`src/design/acbd_pkg.sv`:
```
package acbd_pkg;

  localparam int MaxPeople = 10;
  localparam int ItemCount = 40;

  localparam int KindW   = 2;
  localparam int PersonW = 4;
  localparam int HatW    = 40;
  localparam int WaysW   = 30;
  localparam int CfgW    = 4;

  localparam logic [WaysW-1:0] Modulus = 30'd1000000007;

  typedef enum logic [KindW-1:0] {
    KindClear   = 2'd0,
    KindLoad    = 2'd1,
    KindCompute = 2'd2
  } kind_e;

  function automatic logic [WaysW-1:0] add_mod(input logic [WaysW-1:0] a,
                                               input logic [WaysW-1:0] b);
    logic [WaysW:0] s;
    s = {1'b0, a} + {1'b0, b};
    if (s >= {1'b0, Modulus}) begin
      s = s - {1'b0, Modulus};
    end
    return s[WaysW-1:0];
  endfunction

endpackage

```
`src/design/acbd_owner_map.sv`:
```
module acbd_owner_map
  import acbd_pkg::*;
#(
  parameter int MAX_PEOPLE = MaxPeople,
  parameter int ITEM_COUNT = ItemCount,
  parameter int ItemW      = (ITEM_COUNT > 1) ? $clog2(ITEM_COUNT) : 1
) (
  input  logic                  clk_i,
  input  logic                  rst_ni,
  input  logic                  clear_i,
  input  logic                  load_i,
  input  logic [PersonW-1:0]    person_i,
  input  logic [HatW-1:0]       hat_set_i,
  input  logic [MAX_PEOPLE-1:0] full_i,
  input  logic [ItemW-1:0]      item_i,
  output logic [MAX_PEOPLE-1:0] owners_o
);

  logic [ITEM_COUNT-1:0] hat_ext;
  logic [ITEM_COUNT-1:0] row_q [MAX_PEOPLE];

  for (genvar j = 0; j < ITEM_COUNT; j++) begin : g_ext
    if (j < HatW) begin : g_bit
      assign hat_ext[j] = hat_set_i[j];
    end else begin : g_zero
      assign hat_ext[j] = 1'b0;
    end
  end

  for (genvar r = 0; r < MAX_PEOPLE; r++) begin : g_row
    always_ff @(posedge clk_i or negedge rst_ni) begin
      if (!rst_ni) begin
        row_q[r] <= '0;
      end else if (clear_i) begin
        row_q[r] <= '0;
      end else if (load_i && (person_i == PersonW'(r))) begin
        row_q[r] <= row_q[r] | hat_ext;
      end
    end

    assign owners_o[r] = row_q[r][item_i] & full_i[r];
  end

endmodule

```
`config.mk`:
```
export PLATFORM = sky130hd
export DESIGN_NAME = acbd_owner_map
export DESIGN_NICKNAME = d
export VERILOG_FILES = /design/src/design/acbd_pkg.sv /design/src/design/acbd_owner_map.sv
export SDC_FILE = /design/constraint.sdc
export NUM_CORES = 1
export LEC_CHECK = 0
export BUFFER_PORTS_ARGS = -buffer_cell sky130_fd_sc_hd__buf_4
export CELL_PAD_IN_SITES_DETAIL_PLACEMENT = 0
export CELL_PAD_IN_SITES_GLOBAL_PLACEMENT = 1
export CORE_MARGIN = 3
export CORE_UTILIZATION = 45
export CTS_CLUSTER_SIZE = 12
export DETAILED_ROUTE_END_ITERATION = 10
export PLACE_DENSITY_LB_ADDON = 0.2
export SLEW_MARGIN = 20
export SYNTH_ARGS = -nofsm -noshare
export SYNTH_HDL_FRONTEND = slang
export SYNTH_SLANG_ARGS = --single-unit
```
`constraint.sdc`:
```
create_clock -name clk_i -period 2.8 [get_ports clk_i]
set_clock_uncertainty 0.05 [all_clocks]
set_input_delay 0.56 -clock clk_i [delete_from_list [all_inputs] [get_ports clk_i]]
set_output_delay 0.56 -clock clk_i [all_outputs]
set_load 0.05 [all_outputs]
```
Yosys cells after proc, flatten, opt, wreduce, memory -nomap -nowiden
Cells that the tools add are included.
- output and inout port bits: 10
- logic and storage cells: 101
- input port bits: 64
- bits in registers: 400
- bits in writable memories: 0
- bits in latches: 0
- memories: 0
- ROM bits: 0
- order comparisons: 1
- div/mod/pow operators: 0
- mux-type cells: 40
- $mul: 0
- equal/unequal tests: 9
- bitwise operators: 20
- add/sub/neg operators: 0
- shifts and indexed selects: 0
- reductions and logical operators: 21
- operators with widths (operator ; number):
    $mux 40 ; 20
    $or 40x40->40 ; 10
    $bmux 1 s6 ; 10
    $reduce_bool 2->1 ; 10
    $eq 4x3->1 const B ; 4
    $and 1x1->1 ; 10
    $logic_and 1x1->1 ; 10
    $mux 1 ; 10
    $eq 4x2->1 const B ; 2
    $eq 4x4->1 const B ; 2
    $lt 6x7->1 const B ; 1
    $eq 4x1->1 const B ; 1
    $logic_not 4->1 ; 1

Depth between registers and ports, before layout
Gate-level depths: netlist (run 1).
- word-level depth: 4
- mapped depth: 9
- mapped depth without buffers: 4

Worst setup path after synthesis (run 1)
No wires, ideal clock.
- path type: input port to output port
- start point: input item_i[0]
- end point: output owners_o[4]
- path buffers: 3
- arrival time: 3.206 ns
- data required time: 2.190 ns
- stages: 7
- path slack: -1.016 ns
- cells stage by stage: buf_6 buf_6 buf_8 or3b_1 o221ai_1 a221oi_2 o41ai_1
- word-level cells in the longest chain between the ends: 3
- RTL lines (item ; RTL line ; RTL):
    start, declared ; acbd_owner_map.sv:15 ; input logic [ItemW-1:0] item_i,
    $bmux 1 s6 ; acbd_owner_map.sv:41 ; assign owners_o[r] = row_q[r][item_i] & full_i[r];
    $mux 1 (not written as such) ; acbd_owner_map.sv:41 ;
    $and 1x1->1 ; acbd_owner_map.sv:41 ;
    end, declared ; acbd_owner_map.sv:16 ; output logic [MAX_PEOPLE-1:0] owners_o
Every way passes these cells. The select of a mux whose other input is x is not followed.

Worst setup path in the final report (run 1)
- start point: register row_q[215] in the netlist's numbering
- end point: output owners_o[4]
- word-level cells in the longest chain between the ends: 3
- RTL lines (item ; RTL line ; RTL):
    start, declared ; acbd_owner_map.sv:20 ; logic [ITEM_COUNT-1:0] row_q [MAX_PEOPLE];
    start signal, assigned by index ; acbd_owner_map.sv:37 ; row_q[r] <= row_q[r] | hat_ext;
    $bmux 1 s6 ; acbd_owner_map.sv:41 ;
    $mux 1 (not written as such) ; acbd_owner_map.sv:41 ;
    $and 1x1->1 ; acbd_owner_map.sv:41 ;
Every way passes these cells. The select of a mux whose other input is x is not followed.

==> flow_results.org, run 1 <==
** Placement
- At the end of routability-driven placement, the weighted congestion stood at 0.853.
- The count of buffers added on input and output ports is 73.
- The wire-length estimate of the detail-placed layout is 34.7 mm.
- Pre-CTS worst setup slack :: -0.519 ns

** Floorplanning
- Initial standard-cell utilization of the core :: 45.7%
- The die is 204 µm wide.
- Number of I/O pins :: 74
- Core Region :: 0.0387 mm²
- The floorplan step defined a die boundary enclosing 0.0418 mm².
- Number of core rows :: 72
- The die is 204 µm tall.

** Global route
- The number of global-route vias before repair came to 13400.
- GR Util All Layers :: 25.7%
- GRT overflow :: 0
- The first global-routing pass estimated 82.0 mm of wire.
- Initial antenna violation count :: 0
- Entering global routing, the biggest net connects 90 pins.

** Worst setup path
- The slowest stage of the critical path belongs to the cell sky130_fd_sc_hd__mux4_2.
- On the worst path, the slowest cell contributes a delay of 0.48 ns.
- Required time of the critical path :: 2.19 ns
- Largest delay share family, worst path :: multiplexers
- CP Class :: reg -> out
- Ordered cell list for the critical path :: mux4_2 -> mux2_4 -> a221oi_4 -> buf_4 -> o41ai_4 -> buf_6
- For the worst setup path, the data arrival time is 2.43 ns.
- The worst setup path is launched from a register.
- Sum of buffers and inverters on the critical path :: 2
- Setup slack of the worst register-to-register path :: 1.91 ns
- In this run the worst path has a maximum fanout of 2.
- STA classifies the critical path endpoint as an output port.

** Finish
- Antenna diode count :: 0
- Most common cell after layout, fill and taps aside :: sky130_fd_sc_hd__a21oi_1
- Counting the fill cells in the layout gives 3377.
- Growth of design area from synthesis to finish :: 20.5%
- The multi-input combinational cells in the finished layout cover a total of 0.00732 mm².
- In the layout the commonest cells are 402 x sky130_fd_sc_hd__a21oi_1, 401 x sky130_fd_sc_hd__nor2_1, 400 x sky130_fd_sc_hd__dfrtp_1, 171 x sky130_fd_sc_hd__buf_4, 66 x sky130_fd_sc_hd__mux2i_1.
- The net count of the finished layout is 1813.
- The sequential cells in the finished layout cover a total of 0.0100 mm².
- The register with the most flip-flops in the final layout is row_q.
- Share of layout cells above drive strength 1 :: 22.5%
- Max FFs per register :: 400
- Registers with the most flip-flops :: row_q (400)

** Routing
- Detailed-route DRC error count :: 0
- In this run the remaining antenna-violating nets after routing total 0.
- Routed length per instance :: 23.3 µm
- Routed vias :: 13400
- The first routing iteration left 1294 violations.
- First drt pass iteration count :: 5
- The routed design has 53.4 mm of wire.
- In the routed layout, each cell is associated on average with a via count of 5.84.

** Outcome
- Outcome :: finished, violations left
- The final reports fail on setup timing.

** Power
- Power spread over the standard cell area amounts to 601 mW/mm².
- VDD sags by at most 0.000415 V.
- Leakage power total :: 0.00993 µW
- Post-route total power :: 12800 µW

** STA
- Relative slew margins :: 58.6%
- Number of endpoints failing setup at the final stage :: 10
- For this run, the top clock speed supported by timing is 329 MHz.
- Once routing completed, OpenROAD measured the worst setup slack at -0.243 ns.
- Final period demand of the worst path :: 3.04 ns
- For the pin with the worst max-slew slack, the measured transition is 0.619 ns.
- RSZ-0062 raised after global routing :: yes
- Number of hold-slack violations in the final timing report :: 0
- The number of pins exceeding their max-slew limit in the final report came to 0.
- Final clock period utilization by the worst path :: 109%
- Final Hold Slack :: 0.306 ns

** Yosys
- The number of nets handed over by synthesis was 1721.
- Sequential elements use 56.5% of the synthesized area.
- The synthesized design spends more area on one cell type than any other, namely sky130_fd_sc_hd__dfrtp_1.
- Synthesized instance count :: 1657
- Synth warn :: 0
- Area share of the largest cell type after synthesis :: 56.5%
- Yosys mapped the design onto 37 distinct sky130hd cell types.
- In this run, synthesis produced a sequential element count of 400.
- Synth area leaders :: sky130_fd_sc_hd__dfrtp_1 57%, sky130_fd_sc_hd__a21oi_1 12%, sky130_fd_sc_hd__nor2_1 8.7%, sky130_fd_sc_hd__mux4_2 5.2%, sky130_fd_sc_hd__mux2i_1 3.7%
- Netlist area before placement :: 0.0177 mm²
- Post-synthesis area per instance :: 10.7 µm²

** Clocking
- Register clock-pin slew on the reported worst setup and hold paths :: 0.06 ns
- Clock net sink count :: 400
- TritonCTS created 44 clock buffers.
- Clock tree from TritonCTS :: done
- The clock tree synthesis step divided the H-tree into 2 levels.
- Clock latency of the later-clocked register in the worst-skew pair :: 0.56 ns
- The root buffer cell chosen for the clock tree is sky130_fd_sc_hd__clkbuf_16.
- No sink is reached through more buffers than the 3 on the longest clock path.

** Job
- Max-capacitance violation count :: 0

** Min path
- Worst min-delay path category :: in -> reg
stage by stage:
| step | cell area (µm²) | std cells | utilization, % | TNS (ns) |
|---|---|---|---|---|
| floorplan | 17900 | 1657 | - | -0.635 |
| global placement | 19600 | 2205 | 50.5 | -4.25 |
| detailed placement | 19600 | 2205 | 50.5 | -4.26 |
| CTS | 21200 | 2287 | 54.8 | -2.33 |
| global route | 21300 | 2295 | 55.1 | -2.62 |
| finish | 21300 | 2295 | 55.1 | -2.05 |
repair_timing:
action	in CTS	in global routing
endpoints found under the setup margin	10	10
hold endpoints to repair	35	0
buffers inserted	7	7
hold buffers	1	0
gates cloned	0	1
gates resized for setup	51	10
pin swaps	3	3
worst min-delay path, stage by stage:
cell and delay, ns:
sky130_fd_sc_hd__buf_4 0.16, sky130_fd_sc_hd__a21oi_1 0.08, sky130_fd_sc_hd__nor2_1 0.07
where the power goes:
group,switching (µW),leakage (µW),total [µW],internal (µW)
logic,761,0.00366,1180,422
registers,39.3,0.00557,5890,5850
clock network,2290,0.000701,5760,3470
routing by layer:
metal	GRT usage, %	vias to the layer above	share of wire [%]
met4	6.22	2	2.1
li1	-	5977	-
met3	4.06	75	6.2
met5	2.14	-	0.22
met2	39.4	441	46
met1	38.3	6911	46
Yosys cell counts (all sizes together):
library cell / count
mux4: 60
o41ai: 10
mux2i: 66
nand2: 2
and3b: 1
nor3b: 2
o2111ai: 10
nand3b: 3
a22oi: 30
nor2b: 3
inv: 1
and2: 12
dfrtp: 400
a221o: 7
mux2: 24
or3b: 2
nor2: 410
a21oi: 410
a221oi: 10
buf: 32
nand2b: 13
o221ai: 3
a211oi: 10
clkbuf: 132
clkinv: 1
nor3: 3
worst paths after layout:
check                         endpoint     startpoint  depth (start not counted)
setup / recovery           owners_o[4]     row_q[215]                          6
max in group asynchronous   row_q[111]         rst_ni                          3
hold reg to reg             row_q[397]     row_q[397]                          2
hold / removal              row_q[216]  hat_set_i[16]                          3
min in group asynchronous   row_q[293]         rst_ni                          2
setup reg to reg            row_q[248]     row_q[248]                          3
kinds of logic after synthesis:
kind of cell	Yosys count	synth area share (%)
and+or+nand+nor	451	10.2
buffers and inverters	166	4.39
muxes	150	13.3
DFF	400	56.5
AOI/OAI and AO/OA	490	15.6
layout make-up:
type	instances	share of cell area, %
multi-input cells	1091	34.3
repair buffers	210	9.06
clock inverters	8	0.539
flip-flops and latches	400	46.9
clock buffers	66	6.12
well taps	518	3.04
inverters	2	0.0352
Power figures use the tool's default switching activity.
==> inputs of run 2 (changes only) <==
--- a/config.mk
+++ b/config.mk
@@ -5,13 +5,14 @@
 export SDC_FILE = /design/constraint.sdc
 export NUM_CORES = 1
 export LEC_CHECK = 0
-export BUFFER_PORTS_ARGS = -buffer_cell sky130_fd_sc_hd__buf_4
+export CAP_MARGIN = 30
 export CELL_PAD_IN_SITES_DETAIL_PLACEMENT = 0
 export CELL_PAD_IN_SITES_GLOBAL_PLACEMENT = 1
 export CORE_MARGIN = 3
 export CORE_UTILIZATION = 45
 export CTS_CLUSTER_SIZE = 12
 export DETAILED_ROUTE_END_ITERATION = 10
+export DONT_BUFFER_PORTS = 1
 export PLACE_DENSITY_LB_ADDON = 0.2
 export SLEW_MARGIN = 20
 export SYNTH_ARGS = -nofsm -noshare
==> constraint.sdc (replaced) <==
create_clock -name clk_i -period 2.54 [get_ports clk_i]
set_clock_uncertainty 0.05 [all_clocks]
set_input_delay 0.508 -clock clk_i [delete_from_list [all_inputs] [get_ports clk_i]]
set_output_delay 0.508 -clock clk_i [all_outputs]
set_load 0.05 [all_outputs]
==> run 2 against run 1 <==
Against the previous run: via count is 2.0% lower; die area stayed put; combinational power is 42% lower; the run ends with hold timing, setup timing left; total power is 10% higher; first-iteration DRC count is 2.1% lower; cell count is 2.4% lower; setup slack worse by 0.21 ns.
==> flow_results.org, run 2 (synthesized netlist as in run 1, its figures left out) <==
** Outcome
- Outcome :: finished, violations left
- Failing checks :: hold timing, setup timing

** Placement
- The HPWL after detailed placement is 29.4 mm.
- Final Wtd Congestion :: 0.793
- In this run the tool buffered the top-level ports with 0 buffer cells.
- Before CTS, the worst setup slack after placement is -0.331 ns.

** Routing
- Post-route antenna net violation count :: 0
- Number of DRC violations after detailed-routing iteration 0 :: 1267
- For this block, the via count after detailed routing is 13100.
- Total wire length after detailed routing :: 52.4 mm
- Routed length per instance :: 23.4 µm
- First drt pass iteration count :: 6
- Via density :: 5.87
- Detailed-route DRC error count :: 0

** STA
- Setup violations remaining at the end of the flow were counted as 10.
- Final Hold Slack :: -0.387 ns
- Slew @ Worst Pin :: 1.08 ns
- RSZ-0062 raised after global routing :: yes
- Slack of the critical path :: -0.451 ns
- The number of pins exceeding their max-slew limit in the final report is 0.
- Dividing the final minimum period by the clock period gives 118%.
- Relative slew margins :: 28.3%
- The routed design could run at a clock period as short as 2.99 ns.
- Number of hold-slack violations in the final timing report :: 400
- Derived from the worst setup path, the maximum achievable clock frequency is 334 MHz.

** Clocking
- Clock latency on the worst-skew pair, taken at its later pin, is 0.57 ns.
- Maximum level of the CTS H-tree :: 2
- In this run, post-CTS hold repair placed 95 buffers.
- Clock tree synthesis inserted a total of 45 buffers.
- Register clock-pin slew on the reported worst setup and hold paths :: 0.06 ns
- Clock tree from TritonCTS :: done
- Worst-case clock buffer depth :: 3
- Clock net sink count :: 400
- Clock root cell :: sky130_fd_sc_hd__clkbuf_16

** Floorplanning
- The core region is 0.0387 mm².
- The die is 204 µm tall.
- For this design the top-level I/O count stands at 74.
- For this configuration, the core starts out at a cell density of 45.7%.
- The floorplan has 72 rows.
- Horiz. Die Dim :: 204 µm
- The die covers 0.0418 mm².

** Worst setup path
- Highest-delay cell along the critical path :: sky130_fd_sc_hd__mux4_2
- Required time of the critical path :: 1.98 ns
- For the worst flop-to-flop path, the logic depth is 3.
- The number of buffers and inverters on the critical path is 2.
- For the worst setup path, the data arrival time is 2.43 ns.
- In this run the worst path has a maximum fanout of 2.
- Largest delay share family, worst path :: multiplexers
- Ordered cell list for the critical path :: mux4_2 -> mux2_4 -> a221oi_2 -> buf_4 -> o41ai_4 -> buf_12
- Critical path launch point type :: register
- Reg-to-reg critical path startpoint :: row_q[320]
- STA classifies the critical path endpoint as an output port.
- Delay contributed by the slowest stage of the critical path :: 0.53 ns
- Setup slack of the worst register-to-register path :: 1.22 ns
- The endpoint identified for the worst register-to-register timing path is row_q[320].
- CP Class :: reg -> out

** Finish
- The area growth from synthesis to layout is 18.7%.
- Share of the core filled with cells in the final layout :: 54.3%
- Registers with the most flip-flops :: row_q (400)
- The post-route netlist has 14.5% of its cells at a drive strength greater than 1.
- The library cell used most frequently in the layout, excluding fill and tap cells, is sky130_fd_sc_hd__a21oi_1.
- In the layout the commonest cells are 407 x sky130_fd_sc_hd__a21oi_1, 402 x sky130_fd_sc_hd__nor2_1, 400 x sky130_fd_sc_hd__dfrtp_1, 92 x sky130_fd_sc_hd__dlygate4sd3_1, 66 x sky130_fd_sc_hd__mux2i_1.
- Antenna diode count :: 0
- row_q holds more flip-flops than any other register.
- Max FFs per register :: 400
- Post-layout nets :: 1749

** Global route
- Entering global routing, the biggest net connects 401 pins.
- The initial antenna violation count is 1.
- The number of global-route vias before repair is 12800.
- Summed over all layers, the global routing overflow is 0.
- Global routing used 25.1% of the available tracks.
- The first global-routing pass estimated 80.6 mm of wire.

** Min path
- In this run the worst hold path is classified as in -> async.

** Power
- Power per Cell Area :: 672 mW/mm²
- Leakage power total :: 0.00983 µW
- Max VDD drop :: 0.000445 V

** Job
- Max-capacitance violation count :: 0
run 2: cell count changes in the layout (fill, tap and decap cells not counted), sizes merged:
cell         before  now
inv               1    2
clkinvlp          0    1
buf             208   53
dlygate4sd3       1   92
clkbuf           67   74
run 2: routing by layer:
metal  up-vias  global-route usage (%)  wire length (µm)
li1       5858                       -                 -
met1      6852                    38.4             24500
met2       352                    36.4             23100
met3        80                    5.34              3550
met4         2                    6.93              1200
met5         -                       0                13
run 2: metrics by stage:
step / instances / TNS (ns) / instance area, µm² / power (µW) / hold WS [ns]
finish: 2240 / -3.89 / 21000 / 14100 / -0.387
global route: 2240 / -4.58 / 21000 / 14600 / -0.410
CTS: 2240 / -4.14 / 21000 / 14300 / -0.411
detailed placement: 2060 / -2.17 / 18300 / 7140 / 0.199
global placement: 2060 / -2.11 / 18300 / 7130 / 0.197
floorplan: 1657 / -2.20 / 17900 / 7240 / 0.162
run 2: timing repair:
| item | CTS | global route |
|---|---|---|
| gates resized for setup | 31 | 4 |
| setup buffers | 3 | 0 |
| hold endpoints to repair | 604 | 400 |
| setup endpoints to repair | 10 | 10 |
| pin swaps | 5 | 3 |
| cloned | 0 | 0 |
run 2: how the worst max path moves through the flow:
stage                     startpoint          end  slack, ns  cells past startpoint
after floorplan            item_i[0]  owners_o[2]      -0.22                      8
final                      row_q[14]  owners_o[9]      -0.45                      6
after CTS                 row_q[375]  owners_o[0]      -0.47                      6
after global routing      row_q[375]  owners_o[0]      -0.53                      6
after global placement     item_i[0]  owners_o[7]      -0.33                      6
after detailed placement   item_i[0]  owners_o[7]      -0.33                      6
run 2: final cells by class:
cell class / count / area, µm²
clock buffer: 74 / 1490
clock inverter: 10 / 131
fill: 3397 / 17700
inverter: 2 / 7.51
multi-input combinational: 1091 / 7280
sequential: 400 / 10000
tap: 518 / 648
timing repair buffer: 145 / 1470
run 2: where the power goes:
group,switching [µW],total (µW),internal [µW],leakage [µW]
Clock,2670,6960,4290,0.000804
Sequential,41.0,6490,6450,0.00557
Combinational,379,681,302,0.00346
==> inputs of run 3 (changes only) <==
--- a/config.mk
+++ b/config.mk
@@ -5,14 +5,16 @@
 export SDC_FILE = /design/constraint.sdc
 export NUM_CORES = 1
 export LEC_CHECK = 0
+export ABC_AREA = 1
 export CAP_MARGIN = 30
 export CELL_PAD_IN_SITES_DETAIL_PLACEMENT = 0
 export CELL_PAD_IN_SITES_GLOBAL_PLACEMENT = 1
 export CORE_MARGIN = 3
-export CORE_UTILIZATION = 45
+export CORE_UTILIZATION = 43
 export CTS_CLUSTER_SIZE = 12
 export DETAILED_ROUTE_END_ITERATION = 10
 export DONT_BUFFER_PORTS = 1
+export HOLD_SLACK_MARGIN = 0.05
 export PLACE_DENSITY_LB_ADDON = 0.2
 export SLEW_MARGIN = 20
 export SYNTH_ARGS = -nofsm -noshare
==> run 3 against run 2 <==
Against the previous run: routed wire length is 21% higher; hold slack worse by 0.033 ns; via count is 34% higher; largest power group unchanged; total power is 2.8% higher; combinational power is 72% higher; sequential share of layout area is 7.8 points lower; the flow still finishes with violations (hold timing, setup timing); core utilization is 3.8 points higher; synthesized area is 6.7% higher; critical path depth is 5 higher; largest cell class unchanged.
==> flow_results.org, run 3 <==
** Outcome
- The checks that failed: hold timing, setup timing.
- The run finished, with violations left.

** STA
- Measured against its own limit, the worst slew margin works out to 51.8%.
- The number of pins exceeding their max-slew limit in the final report came to 0.
- Setup violations remaining at the end of the flow were counted as 5.
- The hold violation total from the final report was 400.
- Slew @ Worst Pin :: 0.723 ns
- After routing, the total negative slack on setup checks comes to -0.123 ns.
- On the final layout, the worst hold slack is -0.419 ns.
- Achievable Freq :: 386 MHz
- Final clock period utilization by the worst path :: 102%
- Subtracting the final worst setup slack from the clock period gives 2.59 ns.
- Once routing completed, OpenROAD measured the worst setup slack at -0.0518 ns.
- RSZ-0062 raised after global routing :: yes

** Clocking
- Number of clock buffers inserted by TritonCTS :: 46
- Clock tree from TritonCTS :: done
- The longest clock path from root to sink contains 3 buffers.
- Clock net sink count :: 400
- Register clock-pin slew on the reported worst setup and hold paths :: 0.06 ns
- Clock root cell :: sky130_fd_sc_hd__clkbuf_16
- Post-CTS Hold Fix Bufs :: 328
- Clock latency of the later-clocked register in the worst-skew pair :: 0.57 ns
- Maximum level of the CTS H-tree :: 2

** Worst setup path
- CP Class :: in -> out
- Largest delay share family, worst path :: buffers and inverters
- The critical path goes through clkinv_2 -> buf_6 -> buf_12 -> nand3_1 -> nand3_1 -> nand2_2 -> nand2_1 -> nand3_1 -> nand3_2 -> a21oi_2 -> buf_12.
- On the critical path, the stage with the largest delay is an instance of sky130_fd_sc_hd__buf_6.
- Highest net fanout along the worst path :: 101
- Required time of the critical path :: 1.98 ns
- The worst setup path is launched from a primary input.
- Delay contributed by the slowest stage of the critical path :: 0.20 ns
- Across all register-to-register paths, the minimum setup slack is 1.15 ns.
- STA puts the critical path data arrival time at 2.03 ns.
- Together, buffers and inverters on the worst path number 4.
- Type of destination of the critical path :: output port
- Crit-path most repeated cell :: sky130_fd_sc_hd__nand3_1

** Power
- Power per Cell Area :: 577 mW/mm²
- Overall power consumption after layout is estimated at 14500 µW.
- Leakage power total :: 0.0115 µW
- Max VDD drop :: 0.000440 V

** Yosys
- Top cell type by total area after synthesis :: sky130_fd_sc_hd__dfrtp_1
- The most used flip-flop cell after synthesis is sky130_fd_sc_hd__dfrtp_1.
- The mapped netlist covers 0.0189 mm².
- Synth area leaders :: sky130_fd_sc_hd__dfrtp_1 53%, sky130_fd_sc_hd__nand2_1 12%, sky130_fd_sc_hd__a21oi_1 12%, sky130_fd_sc_hd__nand3_1 7.9%, sky130_fd_sc_hd__inv_1 4.7%
- After synthesis, the largest area contributor takes up 53.0% of total cell area.
- In this run, synthesis inferred 0 flip-flops with an integrated enable.
- Portion of the post-synthesis area used by sequential elements :: 53.0%
- Number of distinct standard cells referenced by the synthesized netlist :: 18
- Synth warn :: 0
- Total nets after synthesis :: 2521
- Post-synthesis area per instance :: 7.69 µm²
- Counting flops with an async set or reset pin after synthesis yields a share of 100%.
- By count the netlist is led by 626 x sky130_fd_sc_hd__nand2_1, 450 x sky130_fd_sc_hd__a21oi_1, 400 x sky130_fd_sc_hd__dfrtp_1.
- After technology mapping, the gate count stands at 2457.
- Synthesis-stage register bit count :: 400
- Yosys instantiated no cell more often than sky130_fd_sc_hd__nand2_1.

** Finish
- Leading cell types in the layout, fill and taps excluded :: 610 x sky130_fd_sc_hd__nand2_1, 437 x sky130_fd_sc_hd__a21oi_1, 400 x sky130_fd_sc_hd__dfrtp_1, 327 x sky130_fd_sc_hd__dlygate4sd3_1, 243 x sky130_fd_sc_hd__nand3_1
- Registers with the most flip-flops :: row_q (400)
- Cell area after layout :: 0.0251 mm²
- Once layout is complete, the cells apart from fillers number 3316.
- More flip-flops sit in one register than any other, and that register is row_q.
- Share of layout cells above drive strength 1 :: 8.84%
- In the final design database the tool counted 2753 nets.
- Relative to the synthesized area, the layout overhead comes to 33.1%.
- The register with the most flip-flops in the layout has 400 of them.
- Most common cell after layout, fill and taps aside :: sky130_fd_sc_hd__nand2_1

** Placement
- After detailed placement, the total cell area comes to 0.0196 mm².
- After detailed placement, the design holds a cell count of 2885.
- Half-perimeter wire length of the detailed placement result :: 31.2 mm
- At the end of routability-driven placement, the weighted congestion stood at 0.791.
- Port buffering added 0 buffers.
- Pre-CTS worst setup slack :: -0.107 ns

** Routing
- The first routing iteration left 1557 violations.
- After detailed routing, the number of vias per cell comes to 5.30.
- Routed vias :: 17600
- First drt pass iteration count :: 5
- Routed length per instance :: 19.1 µm
- Detailed-route DRC error count :: 0
- Total wire length after detailed routing :: 63.2 mm
- The count of nets left with antenna violations once routing finished came out at 0.

** Min path
- Worst min-delay path category :: in -> async

** Global route
- Pin count of the biggest net entering global routing :: 401
- GRT overflow :: 0
- The first global-routing pass estimated 101 mm of wire.
- Global routing used 27.3% of the available tracks across all layers.
- Via count of the first global-routing pass :: 17700
- Initial antenna violation count :: 5

** Floorplanning
- Die area :: 0.0465 mm²
- Once the floorplan was initialized, standard cells occupied 43.7% of the core.
- After floorplanning, the core was divided into 76 placement rows.
- The core region is 0.0433 mm².
- Number of I/O pins :: 74
- Height of the chip :: 216 µm
- Horiz. Die Dim :: 216 µm

** Job
- Max-capacitance violation count :: 0
run 3: kinds of logic after synthesis:
kind of cell | share of synthesized area (%)
buffers and inverters | 9.76
AOI/OAI and AO/OA | 13.0
DFF | 53.0
and+or+nand+nor | 24.3
run 3: final timing paths:
| path | from | endpoint | depth (start not counted) |
|---|---|---|---|
| setup / recovery | item_i[1] | owners_o[5] | 11 |
| hold / removal | rst_ni | row_q[42] | 0 |
| setup reg to reg | row_q[361] | row_q[361] | 4 |
| hold reg to reg | row_q[276] | row_q[276] | 2 |
| max in group asynchronous | rst_ni | row_q[189] | 0 |
| min in group clk_i | hat_set_i[2] | row_q[82] | 2 |
run 3: layer usage:
metal | GRT usage, % | vias up | wire (µm)
met3 | 4.06 | 98 | 3540
li1 | - | 8292 | -
met5 | 0 | - | 0
met2 | 43.6 | 494 | 29300
met4 | 8.68 | 0 | 1640
met1 | 38.6 | 8686 | 28800
run 3: power breakdown:
part | total (µW) | internal, µW | leakage (µW) | switching (µW)
registers | 6490 | 6450 | 0.00557 | 40.7
clock network | 6860 | 4120 | 0.000787 | 2740
logic | 1170 | 456 | 0.00515 | 712
total | 14500 | 11000 | 0.0115 | 3490
run 3: worst reg2reg max path, cell delays in order, from the launching register on:
cell and delay, ns:
sky130_fd_sc_hd__dfrtp_1 0.38, sky130_fd_sc_hd__buf_4 0.13, sky130_fd_sc_hd__a21oi_1 0.11, sky130_fd_sc_hd__nor2_1 0.05
sky130_fd_sc_hd__dlygate4sd3_1 0.55
run 3: metrics by stage:
| stage | hold slack, ns | util [%] |
|---|---|---|
| finish | -0.419 | 58.1 |
| global route | -0.443 | 58.1 |
| CTS | -0.427 | 57.1 |
| detailed placement | 0.185 | 45.2 |
| global placement | 0.191 | 45.2 |
| floorplan | 0.162 | - |
run 3: layout make-up:
type                    count  area, µm²
fillers                  4012      18100
flip-flops and latches    400      10000
multi-input cells        1610       7610
repair buffers            391       4280
clock buffers              72       1450
inverters                 240        928
well taps                 585        732
clock inverters            13        119
diodes                      5       12.5
run 3: timing repair:
action,4_1_cts,5_1_grt
pin swaps,18,37
setup endpoints to repair,10,10
resized for setup,50,55
setup buffers,0,11
cloned,1,1
hold endpoints to repair,800,400
